[src/design/b64d_pkg.sv]
// Shared types, result kinds and the character map for the base64 stream decoder.
// No dependencies; every design file but b64d_if imports this package.
`timescale 1ns / 1ps

package b64d_pkg;

  localparam logic [1:0] KIND_DATA = 2'd0;
  localparam logic [1:0] KIND_END  = 2'd1;
  localparam logic [1:0] KIND_BAD  = 2'd2;
  localparam logic [1:0] KIND_PAD  = 2'd3;

  localparam int QUEUE_DEPTH = 4;
  localparam int QPTR_W      = $clog2(QUEUE_DEPTH);

  localparam logic [7:0] CHAR_PLUS  = 8'd43;
  localparam logic [7:0] CHAR_SLASH = 8'd47;
  localparam logic [7:0] CHAR_PAD   = 8'd61;

  typedef struct packed {
    logic       bad;
    logic       pad;
    logic [5:0] value;
  } sextet_t;

  // Up to three results from one symbol: bytes left aligned in data,
  // eom applies to the final result of the group only.
  typedef struct packed {
    logic [23:0] data;
    logic [1:0]  count;
    logic [1:0]  kind;
    logic        eom;
  } group_t;

  function automatic sextet_t decode_char(input logic [7:0] c);
    sextet_t s;
    s = '0;
    case (c) inside
      [8'd65:8'd90]:  s.value = 6'(c - 8'd65);
      [8'd97:8'd122]: s.value = 6'(c - 8'd71);
      [8'd48:8'd57]:  s.value = 6'(c + 8'd4);
      CHAR_PLUS:      s.value = 6'd62;
      CHAR_SLASH:     s.value = 6'd63;
      CHAR_PAD:       s.pad   = 1'b1;
      default:        s.bad   = 1'b1;
    endcase
    return s;
  endfunction

endpackage

[src/design/b64d_if.sv]
// Valid/ready channel interfaces for the symbol input and the result output.
// Depends on nothing but plain logic types.
`timescale 1ns / 1ps

interface b64d_sym_if;
  logic       valid;
  logic       ready;
  logic [7:0] symbol;
  logic       last_symbol;

  modport source (output valid, symbol, last_symbol, input ready);
  modport sink   (input valid, symbol, last_symbol, output ready);
endinterface

interface b64d_res_if;
  logic       valid;
  logic       ready;
  logic [7:0] data_byte;
  logic [1:0] kind;
  logic       end_of_message;

  modport source (output valid, data_byte, kind, end_of_message, input ready);
  modport sink   (input valid, data_byte, kind, end_of_message, output ready);
endinterface

[src/design/base64_stream_decoder_unit.sv]
// Top level of the base64 stream decoder: front end, group queue, back end.
// Uses b64d_pkg, b64d_if, b64d_front, b64d_queue and b64d_back.
`timescale 1ns / 1ps

// Decodes base64 text one character per request. The symbol channel takes a
// new character every cycle while the four-entry group queue has room; the
// result channel delivers one result per cycle while results.ready is high,
// so a full group of four characters yields three results and the queue
// absorbs the burst. A group is written to the queue when the character that
// completes it is accepted, then loaded into the back end, and each of its
// results is registered at the output. Each data byte comes out as kind 0; an
// invalid character, misplaced padding or a message end without data gives
// one result of kind 2, 3 or 1. The final result of a message has
// end_of_message set, and characters after an end or an error are dropped
// until the character flagged last_symbol, which returns the decoder to its
// idle state.
module base64_stream_decoder_unit (
  input  logic       clk,
  input  logic       rst,
  b64d_sym_if.sink   symbols,
  b64d_res_if.source results
);
  import b64d_pkg::*;

  logic   push;
  logic   pop;
  logic   queue_full;
  logic   queue_empty;
  group_t push_group;
  group_t pop_group;

  b64d_front u_front (
    .clk        (clk),
    .rst        (rst),
    .symbols    (symbols),
    .push       (push),
    .push_group (push_group),
    .queue_full (queue_full)
  );

  b64d_queue u_queue (
    .clk        (clk),
    .rst        (rst),
    .push       (push),
    .push_group (push_group),
    .full       (queue_full),
    .pop        (pop),
    .pop_group  (pop_group),
    .empty      (queue_empty)
  );

  b64d_back u_back (
    .clk         (clk),
    .rst         (rst),
    .queue_empty (queue_empty),
    .pop         (pop),
    .pop_group   (pop_group),
    .results     (results)
  );

endmodule

[src/design/b64d_front.sv]
// Front end: accepts symbols, keeps the group accumulator and discard state,
// and turns each symbol into a group of results. Uses b64d_pkg and b64d_sym_if.
`timescale 1ns / 1ps

module b64d_front (
  input  logic            clk,
  input  logic            rst,
  b64d_sym_if.sink        symbols,
  output logic            push,
  output b64d_pkg::group_t push_group,
  input  logic            queue_full
);
  import b64d_pkg::*;

  logic [17:0] acc;
  logic [17:0] acc_next;
  logic [1:0]  pos;
  logic [1:0]  pos_next;
  logic        discard;
  logic        discard_next;
  logic        accept;
  logic        hit;
  logic        ended;
  sextet_t     sx;

  assign symbols.ready = !queue_full;
  assign accept        = symbols.valid && symbols.ready;
  assign sx            = decode_char(symbols.symbol);
  assign push          = accept && hit;

  always_comb begin
    acc_next     = acc;
    pos_next     = pos;
    discard_next = discard;
    push_group   = '0;
    hit          = 1'b0;
    ended        = 1'b0;

    if (discard) begin
      // drop everything up to the last symbol of the message
      if (symbols.last_symbol) begin
        acc_next     = '0;
        pos_next     = '0;
        discard_next = 1'b0;
      end
    end else begin
      if (sx.bad) begin
        hit              = 1'b1;
        push_group.count = 2'd1;
        push_group.kind  = KIND_BAD;
        push_group.eom   = 1'b1;
        ended            = 1'b1;
      end else if (sx.pad) begin
        hit            = 1'b1;
        push_group.eom = 1'b1;
        ended          = 1'b1;
        if (pos < 2'd2) begin
          push_group.count = 2'd1;
          push_group.kind  = KIND_PAD;
        end else if (pos == 2'd2) begin
          push_group.count = 2'd1;
          push_group.kind  = KIND_DATA;
          push_group.data  = {acc[11:4], 16'd0};
        end else begin
          push_group.count = 2'd2;
          push_group.kind  = KIND_DATA;
          push_group.data  = {acc[17:2], 8'd0};
        end
      end else if (pos == 2'd3) begin
        hit              = 1'b1;
        push_group.count = 2'd3;
        push_group.kind  = KIND_DATA;
        push_group.data  = {acc, sx.value};
        push_group.eom   = symbols.last_symbol;
        acc_next         = '0;
        pos_next         = '0;
        ended            = symbols.last_symbol;
      end else begin
        acc_next = {acc[11:0], sx.value};
        pos_next = pos + 2'd1;
      end

      if (symbols.last_symbol) begin
        if (!ended) begin
          hit              = 1'b1;
          push_group.count = 2'd1;
          push_group.kind  = KIND_END;
          push_group.eom   = 1'b1;
        end
        acc_next = '0;
        pos_next = '0;
      end else if (ended) begin
        discard_next = 1'b1;
        acc_next     = '0;
        pos_next     = '0;
      end
    end
  end

  always_ff @(posedge clk) begin
    if (rst) begin
      acc     <= '0;
      pos     <= '0;
      discard <= 1'b0;
    end else if (accept) begin
      acc     <= acc_next;
      pos     <= pos_next;
      discard <= discard_next;
    end
  end

endmodule

[src/design/b64d_queue.sv]
// Short queue of result groups between the front end and the back end.
// Uses b64d_pkg for the entry type and depth.
`timescale 1ns / 1ps

module b64d_queue (
  input  logic             clk,
  input  logic             rst,
  input  logic             push,
  input  b64d_pkg::group_t push_group,
  output logic             full,
  input  logic             pop,
  output b64d_pkg::group_t pop_group,
  output logic             empty
);
  import b64d_pkg::*;

  group_t            slots [QUEUE_DEPTH];
  logic [QPTR_W-1:0] wr_ptr;
  logic [QPTR_W-1:0] rd_ptr;
  logic [QPTR_W:0]   fill;

  assign full      = fill == (QPTR_W + 1)'(QUEUE_DEPTH);
  assign empty     = fill == '0;
  assign pop_group = slots[rd_ptr];

  always_ff @(posedge clk) begin
    if (push) begin
      slots[wr_ptr] <= push_group;
    end
  end

  always_ff @(posedge clk) begin
    if (rst) begin
      wr_ptr <= '0;
      rd_ptr <= '0;
      fill   <= '0;
    end else begin
      if (push) begin
        wr_ptr <= wr_ptr + 1'b1;
      end
      if (pop) begin
        rd_ptr <= rd_ptr + 1'b1;
      end
      if (push && !pop) begin
        fill <= fill + 1'b1;
      end else if (pop && !push) begin
        fill <= fill - 1'b1;
      end
    end
  end

endmodule

[src/design/b64d_back.sv]
// Back end: takes result groups off the queue and hands out one result per
// request through a registered output. Uses b64d_pkg and b64d_res_if.
`timescale 1ns / 1ps

module b64d_back (
  input  logic             clk,
  input  logic             rst,
  input  logic             queue_empty,
  output logic             pop,
  input  b64d_pkg::group_t pop_group,
  b64d_res_if.source       results
);
  import b64d_pkg::*;

  group_t     cur;
  logic       cur_valid;
  logic [1:0] idx;
  logic       out_valid;
  logic [7:0] out_byte;
  logic [1:0] out_kind;
  logic       out_eom;
  logic       load;
  logic       emit;
  logic       cur_last;
  logic [7:0] sel_byte;

  assign load     = !out_valid || results.ready;
  assign emit     = load && cur_valid;
  assign cur_last = idx == (cur.count - 2'd1);
  assign pop      = !queue_empty && (!cur_valid || (emit && cur_last));

  always_comb begin
    case (idx)
      2'd0:    sel_byte = cur.data[23:16];
      2'd1:    sel_byte = cur.data[15:8];
      default: sel_byte = cur.data[7:0];
    endcase
  end

  always_ff @(posedge clk) begin
    if (rst) begin
      cur_valid <= 1'b0;
      out_valid <= 1'b0;
      idx       <= '0;
    end else begin
      if (load) begin
        out_valid <= cur_valid;
      end
      if (pop) begin
        cur_valid <= 1'b1;
        idx       <= '0;
      end else if (emit) begin
        if (cur_last) begin
          cur_valid <= 1'b0;
        end else begin
          idx <= idx + 2'd1;
        end
      end
    end
  end

  always_ff @(posedge clk) begin
    if (pop) begin
      cur <= pop_group;
    end
    if (emit) begin
      out_byte <= sel_byte;
      out_kind <= cur.kind;
      out_eom  <= cur.eom && cur_last;
    end
  end

  assign results.valid          = out_valid;
  assign results.data_byte      = out_byte;
  assign results.kind           = out_kind;
  assign results.end_of_message = out_eom;

endmodule

[src/flat_wrapper.sv]
// flat-port wrapper written by rule: the top's interface ports become plain ports
module base64_stream_decoder_unit_flat import b64d_pkg::*;
  (clk, rst, symbols_valid, symbols_symbol, symbols_last_symbol, symbols_ready, results_valid, results_data_byte, results_kind, results_end_of_message, results_ready);
  b64d_sym_if symbols_i ();
  b64d_res_if results_i ();
  input  logic clk;
  input  logic rst;
  input wire logic [$bits(symbols_i.valid)-1:0] symbols_valid;
  input wire logic [$bits(symbols_i.symbol)-1:0] symbols_symbol;
  input wire logic [$bits(symbols_i.last_symbol)-1:0] symbols_last_symbol;
  output wire logic [$bits(symbols_i.ready)-1:0] symbols_ready;
  output wire logic [$bits(results_i.valid)-1:0] results_valid;
  output wire logic [$bits(results_i.data_byte)-1:0] results_data_byte;
  output wire logic [$bits(results_i.kind)-1:0] results_kind;
  output wire logic [$bits(results_i.end_of_message)-1:0] results_end_of_message;
  input wire logic [$bits(results_i.ready)-1:0] results_ready;
  assign symbols_i.valid = symbols_valid;
  assign symbols_i.symbol = symbols_symbol;
  assign symbols_i.last_symbol = symbols_last_symbol;
  assign symbols_ready = symbols_i.ready;
  assign results_valid = results_i.valid;
  assign results_data_byte = results_i.data_byte;
  assign results_kind = results_i.kind;
  assign results_end_of_message = results_i.end_of_message;
  assign results_i.ready = results_ready;
  base64_stream_decoder_unit u_core (.clk(clk), .rst(rst), .symbols(symbols_i), .results(results_i));
endmodule
[config.mk]
export PLATFORM = sky130hd
export DESIGN_NAME = base64_stream_decoder_unit_flat
export DESIGN_NICKNAME = d
export VERILOG_FILES = /design/src/design/b64d_pkg.sv /design/src/design/b64d_if.sv /design/src/design/base64_stream_decoder_unit.sv /design/src/design/b64d_front.sv /design/src/design/b64d_queue.sv /design/src/design/b64d_back.sv /design/src/flat_wrapper.sv
export SDC_FILE = /design/constraint.sdc
export NUM_CORES = 1
export LEC_CHECK = 0
export BUFFER_PORTS_ARGS = -buffer_cell sky130_fd_sc_hd__clkbuf_2
export CORE_MARGIN = 3
export CORE_UTILIZATION = 55
export CTS_CLUSTER_DIAMETER = 50
export DETAILED_ROUTE_END_ITERATION = 10
export GPL_ROUTABILITY_DRIVEN = 0
export GPL_TIMING_DRIVEN = 0
export HOLD_SLACK_MARGIN = 0.08
export PLACE_DENSITY = 0.72
export SYNTH_ARGS = -nofsm -noshare
export SYNTH_HDL_FRONTEND = slang
export SYNTH_HIERARCHICAL = 1
export SYNTH_SLANG_ARGS = --single-unit
[constraint.sdc]
create_clock -name clk -period 5 [get_ports clk]
set_clock_uncertainty 0.2 [all_clocks]
set_input_delay 0.75 -clock clk [delete_from_list [all_inputs] [get_ports clk]]
set_output_delay 0.75 -clock clk [all_outputs]
set_load 0.01 [all_outputs]
Word level (Yosys, flattened, before mapping)
Memories as Yosys holds them, arrays and structs flattened. A register that Yosys moved wholly into a read port is not among the register bits.
Index checks and enable logic that the tools add are counted.

word-level totals
  memories = 1
  input bits = 13
  logic and storage cells = 133
  output and inout bits = 13
  flip-flop bits (word level) = 43
  memory bits (writable) = 116

memory list
  name                  words  width  read ports  clocked after memory_dff  wr ports  RTL line          RTL
  u_core.u_queue.slots  4      29     1           1                         1         b64d_queue.sv:17  group_t slots [QUEUE_DEPTH];

operators by class
  order comparisons = 7
  eq/ne operators = 11
  bitwise gates (word level) = 1
  reduce and logical (&&, ||, !) cells = 28
  multiplexer cells = 63
  add/sub/neg operators = 10

operators with widths
  kind                   number
  $mux W18               7
  $mux W29               3
  $mux W24               2
  $mux W1                31
  $mux W6                5
  $mux W28               1
  $eq A8 B6 Y1 const B   3
  $ge A8 B7 Y1 const B   2
  $le A8 B7 Y1 const B   2
  $pmux W8 S2            1
  $mux W5                3
  $mux W2                7
  $logic_and A1 B1 Y1    11
  $add A2 B1 Y2 const B  4
  $ge A8 B6 Y1 const B   1
  $le A8 B6 Y1 const B   1
  $add A6 B3 Y6 const B  1
  $logic_not A1 Y1       6
  $mux W3                2
  $ne A3 B2 Y1 const B   2
  $reduce_bool A2 Y1     3
  $sub A6 B1 Y6 const B  1
  $sub A6 B3 Y6 const B  1
  $eq A2 B2 Y1 const B   2
  16 further kinds       18

Depth between registers and ports, before layout
  word-level depth = 18
  mapped depth = 15
  mapped depth without buffers = 14

Cells and area by module
Netlist, hierarchy kept.

by module, submodules not included
  module      cells an instance  area each (um2)  sequential area each (um2)  instances
  b64d_queue  195                4621.9           3663.5                      1
  b64d_front  216                1674.1           420.4                       1
  b64d_back   107                1657.8           1281.2                      1

Worst setup path before layout
Ideal clock, no wire load.

  path type = in2reg
  from = input symbols_symbol[2]
  to = register u_core.u_queue.fill[2]
  data arrival time = 3.767 ns
  setup slack = 0.963 ns
  stages on the path = 15
  path buffers = 1
  data required time = 4.730 ns
  path through = buf_2 -> inv_1 -> ha_1 -> a21o_1 -> nand2_1 -> o311a_1 -> nor2_1 -> nor3_1 -> nor2_1 -> ha_1 -> inv_1 -> fa_1 -> xor2_1 -> or3_1 -> a21oi_1

on the way
  longest elaborated chain between the ends = 17
  elaborated cells on any way between the ends = 38
  classes of those cells = order compare (6); eq/ne (3); mux (21); reduce/logical (8)

RTL lines
  item                          RTL line                          RTL
  from (decl)                   flat_wrapper.sv:9                 input wire logic [$bits(symbols_i.symbol)-1:0] symbols_symbol;
  $eq A8 B6 Y1                  b64d_front.sv:28                  assign sx = decode_char(symbols.symbol);
  $mux W1 (6 in series)         b64d_pkg.sv:37                    case (c) inside
  $mux W1                       b64d_front.sv:53                  end else if (sx.pad) begin
  $mux W1                       b64d_front.sv:47                  if (sx.bad) begin
  $mux W1                       b64d_front.sv:39                  if (discard) begin
  $mux W1                       b64d_front.sv:84                  if (!ended) begin
  $mux W1 (*)                   b64d_front.sv:83                  if (symbols.last_symbol) begin
  $mux W1 (*)                   b64d_front.sv:39
  $logic_and A1 B1 Y1 (*)       b64d_front.sv:29                  assign push = accept && hit;
  via u_core.push               base64_stream_decoder_unit.sv:25  logic push;
  $logic_not A1 Y1              b64d_queue.sv:46                  end else if (pop && !push) begin
  $logic_and A1 B1 Y1           b64d_queue.sv:46
  $reduce_bool A2 Y1 (no line)  n/a
  to (signal assigned)          b64d_queue.sv:45                  fill <= fill + 1'b1;
  to (signal assigned)          b64d_queue.sv:47                  fill <= fill - 1'b1;
  to (decl)                     b64d_queue.sv:20                  logic [QPTR_W:0] fill;

The timed path passes the listed nets; every way through them passes the cells marked *. The select of a mux whose other input is x is not followed.
A chain may end at the register's enable or synchronous reset.

Worst setup path in the final report
Same ends and word-level chain as after synthesis.

==> results.yml <==
floorplan:
  num_rows: 43
  die_w_um: 126.3
  initial_core_util_pct: 56.86
  ios: 26
  die_area_um2: 15940
  core_area_um2: 13990
  die_y_um: 126.3
grt:
  grt_max_degree: 33
  grt_pass1_vias: 4495
  grt_usage_pct: 19.06
  antenna_found_initial: 0
  overflow: 0
  grt_pass1_wl_mm: 23.34
clocking:
  clk_latency_ns: 0.42
  cts_root_buf: "clkbuf_16"
  htreeDepth: 4
  cts_sinks: 190
  cts_buffer_depth: 2
  cts_resized: 0
  cts_hold_buf: 0
  cts_tree: "done"
  cts_buffers: 17
  post_cts_buffers: 0
  path_clk_slew_ns: 0.07
setup_path:
  ff2ff_path_depth: 11
  cp.arrival_ns: 4.37
  worstSetupEndpointType: "flop"
  cp-start-kind: "primary input"
  critPathKind: "in -> reg"
  crit_fanout: 8
  cp.required_ns: 5.16
sta:
  final_hold_viol_count: 0
  max_slew.worst_pin.slew_ns: 0.8794
  grt_setup_unrepaired: "no"
  worst_hold_slack_ns: 0.2380
  slew_viol_final: 0
  fin_crit_sh_pct: 84.28
  maxClockFrequency_mhz: 237.3
  slew_headroom_pct: 39.86
  setup_viol: 0
  period_minus_slack_ns: 4.214
cells_and_area:
  design_area_um2: 8905
  final_nets: 595
  drive_above_1_share_pct: 18.78
  fillers: 1003
  layoutNonFillerInstCount: 755
  area_growth_pct: 11.96
  n_antenna_cell: 0
placement:
  placedCellCount: 723
  placedInstanceArea_um2: 8309
  port_buffers: 25
  hpwl_mm: 9.415
route:
  drc_errors: 0
  vias: 4452
  antenna_left: 0
  first_pass_iters: 4
  wl_mm: 14.52
  wl_per_cell_um: 19.23
  viasPerCell: 5.897
  drt_iter0_drc: 299
status:
  status: "complete, no violations"
power:
  max-vdd-ir-drop_mv: 0.2153
  switchingPower_mw: 1.190
  combPwrFrac_pct: 20.2
  leakage_nw: 3.157
  pwr-share-clk_pct: 30.3
  p_int_mw: 3.235
  powerDensity_nw_per_um2: 497.0
  finalPower_mw: 4.426
  p_sw_share_pct: 26.89
  p_seq_share_pct: 49.4
synth:
  ys_seq_elements: 190
  ys_warn_count: 6
  yosysTopAreaCell: "edfxtp_1"
  ys_top_cells_by_count: "edfxtp_1 (156), nor2_1 (42), dfxtp_1 (34)"
  yosysMostFrequentCell: "edfxtp_1"
  syn-num-nets: 551
  synth_edf_count: 156
  synth-seq-area-share_pct: 67.45
  ys_top_cells_by_area: "edfxtp_1 (59%), dfxtp_1 (8.6%), mux4_2 (7.9%)"
  ys.flop_type: "edfxtp_1"
  synth.top_cell.area_share_pct: 58.90
  synth_cells: 518
  syn_area_um2: 7954
  async_reset_ff_share_pct: 0
  synth_cell_types: 63
  avgSynthCellArea_um2: 15.35
min_path:
  holdPathStages: 0
  hold_class: "reg -> reg"
job:
  drv_cap: 0
==> flip-flops by register name, indices dropped and copies added, names as in the netlist, named ones only <==
name / count
u_core/u_queue/rd_ptr: 2
u_core/u_back/idx: 2
u_core/u_back/results.valid: 1
u_core/u_back/results.kind: 2
u_core/u_queue/fill: 3
u_core/u_queue/slots: 116
u_core/u_back/cur_valid: 1
u_core/u_back/cur: 29
u_core/u_front/pos: 2
u_core/u_front/acc: 18
u_core/u_queue/wr_ptr: 2
u_core/u_back/results.end_of_message: 1
u_core/u_front/discard: 1
u_core/u_back/results.data_byte: 8
==> final timing paths <==
path                                  startpoint                                 endpoint  slack (ns)
setup / recovery               symbols_symbol[2]      u_core/u_queue/fill[2]$_SDFFE_PP0P_        0.79
hold / removal    u_core/u_back/cur[2]$_DFFE_PP_  u_core/u_back/results.kind[1]$_DFFE_PN_        0.24
setup reg to reg  u_core/u_back/cur[4]$_DFFE_PP_      u_core/u_queue/fill[2]$_SDFFE_PP0P_        1.77
hold reg to reg   u_core/u_back/cur[2]$_DFFE_PP_  u_core/u_back/results.kind[1]$_DFFE_PN_        0.24
==> layer usage <==
metal,routed length [um],global-route usage (%)
met1,6313,25.17
met2,6980,30.27
met3,676,3.478
met4,546,10.35
met5,0,0
==> per-stage QoR <==
step / setup TNS [ns] / util (%) / setup WS (ns)
4_1_cts: 0 / 63.66 / 0.7713
5_1_grt: 0 / 63.66 / 0.4683
3_5_place_dp: 0 / 59.40 / 0.3145
3_3_place_gp: -0.4467 / 59.36 / -0.01040
6_report: 0 / 63.66 / 0.7862
2_1_floorplan: 0 / - / 0.9632
==> layout by cell type (no fill, tap or decap), drive strengths merged, types with 5 or more instances in the layout <==
| cell type | count |
|---|---|
| dfxtp | 34 |
| a21oi | 14 |
| nor2 | 42 |
| nor2b | 6 |
| edfxtp | 156 |
| nand3b | 5 |
| and2 | 16 |
| mux4 | 29 |
| buf | 11 |
| ha | 19 |
| nand2 | 27 |
| o21ai | 12 |
| xor2 | 7 |
| a22o | 9 |
| inv | 28 |
| clkinv | 8 |
| a22oi | 20 |
| nor3 | 10 |
| clkbuf | 52 |
==> power groups by stage <==
stage | registers, mW | clock network [mW] | logic [mW]
2_1_floorplan | 2.20 | 0 | 0.642
3_3_place_gp | 2.21 | 0 | 0.878
3_5_place_dp | 2.23 | 0 | 0.909
4_1_cts | 2.19 | 1.36 | 0.914
5_1_grt | 2.22 | 1.43 | 0.984
6_report | 2.19 | 1.34 | 0.896
==> kinds of logic after synthesis <==
| group | share of synthesized area [%] |
|---|---|
| flops | 67.45 |
| simple gates | 8.920 |
| mux | 8.904 |
| xor+xnor | 1.101 |
| fa+ha+maj | 3.241 |
| buf+inv | 2.753 |
| compound gates | 7.629 |
==> area by class of cell <==
cell class	count	area, um2	share of cell area, %
Clock inverter	14	166.4	1.869
Buffer	20	121.4	1.363
Clock buffer	18	429.2	4.819
Tap cell	180	225.2	2.529
Timing Repair Buffer	25	125.1	1.405
Inverter	26	97.59	1.096
Multi-Input combinational cell	282	2375	26.67
Sequential cell	190	5365	60.25
==> critical path: stages <==
cell	delay, ns
clkbuf_2	0.10
buf_2	0.17
inv_1	0.13
ha_1	0.28
a21o_1	0.18
nand2_1	0.08
o311a_1	0.44
nor2_1	0.39
nor3_1	0.12
nor2_1	0.41
ha_1	0.27
inv_1	0.06
fa_1	0.37
xor2_1	0.17
or3_1	0.30
a21oi_1	0.14
(Power assumes the default switching activity.)
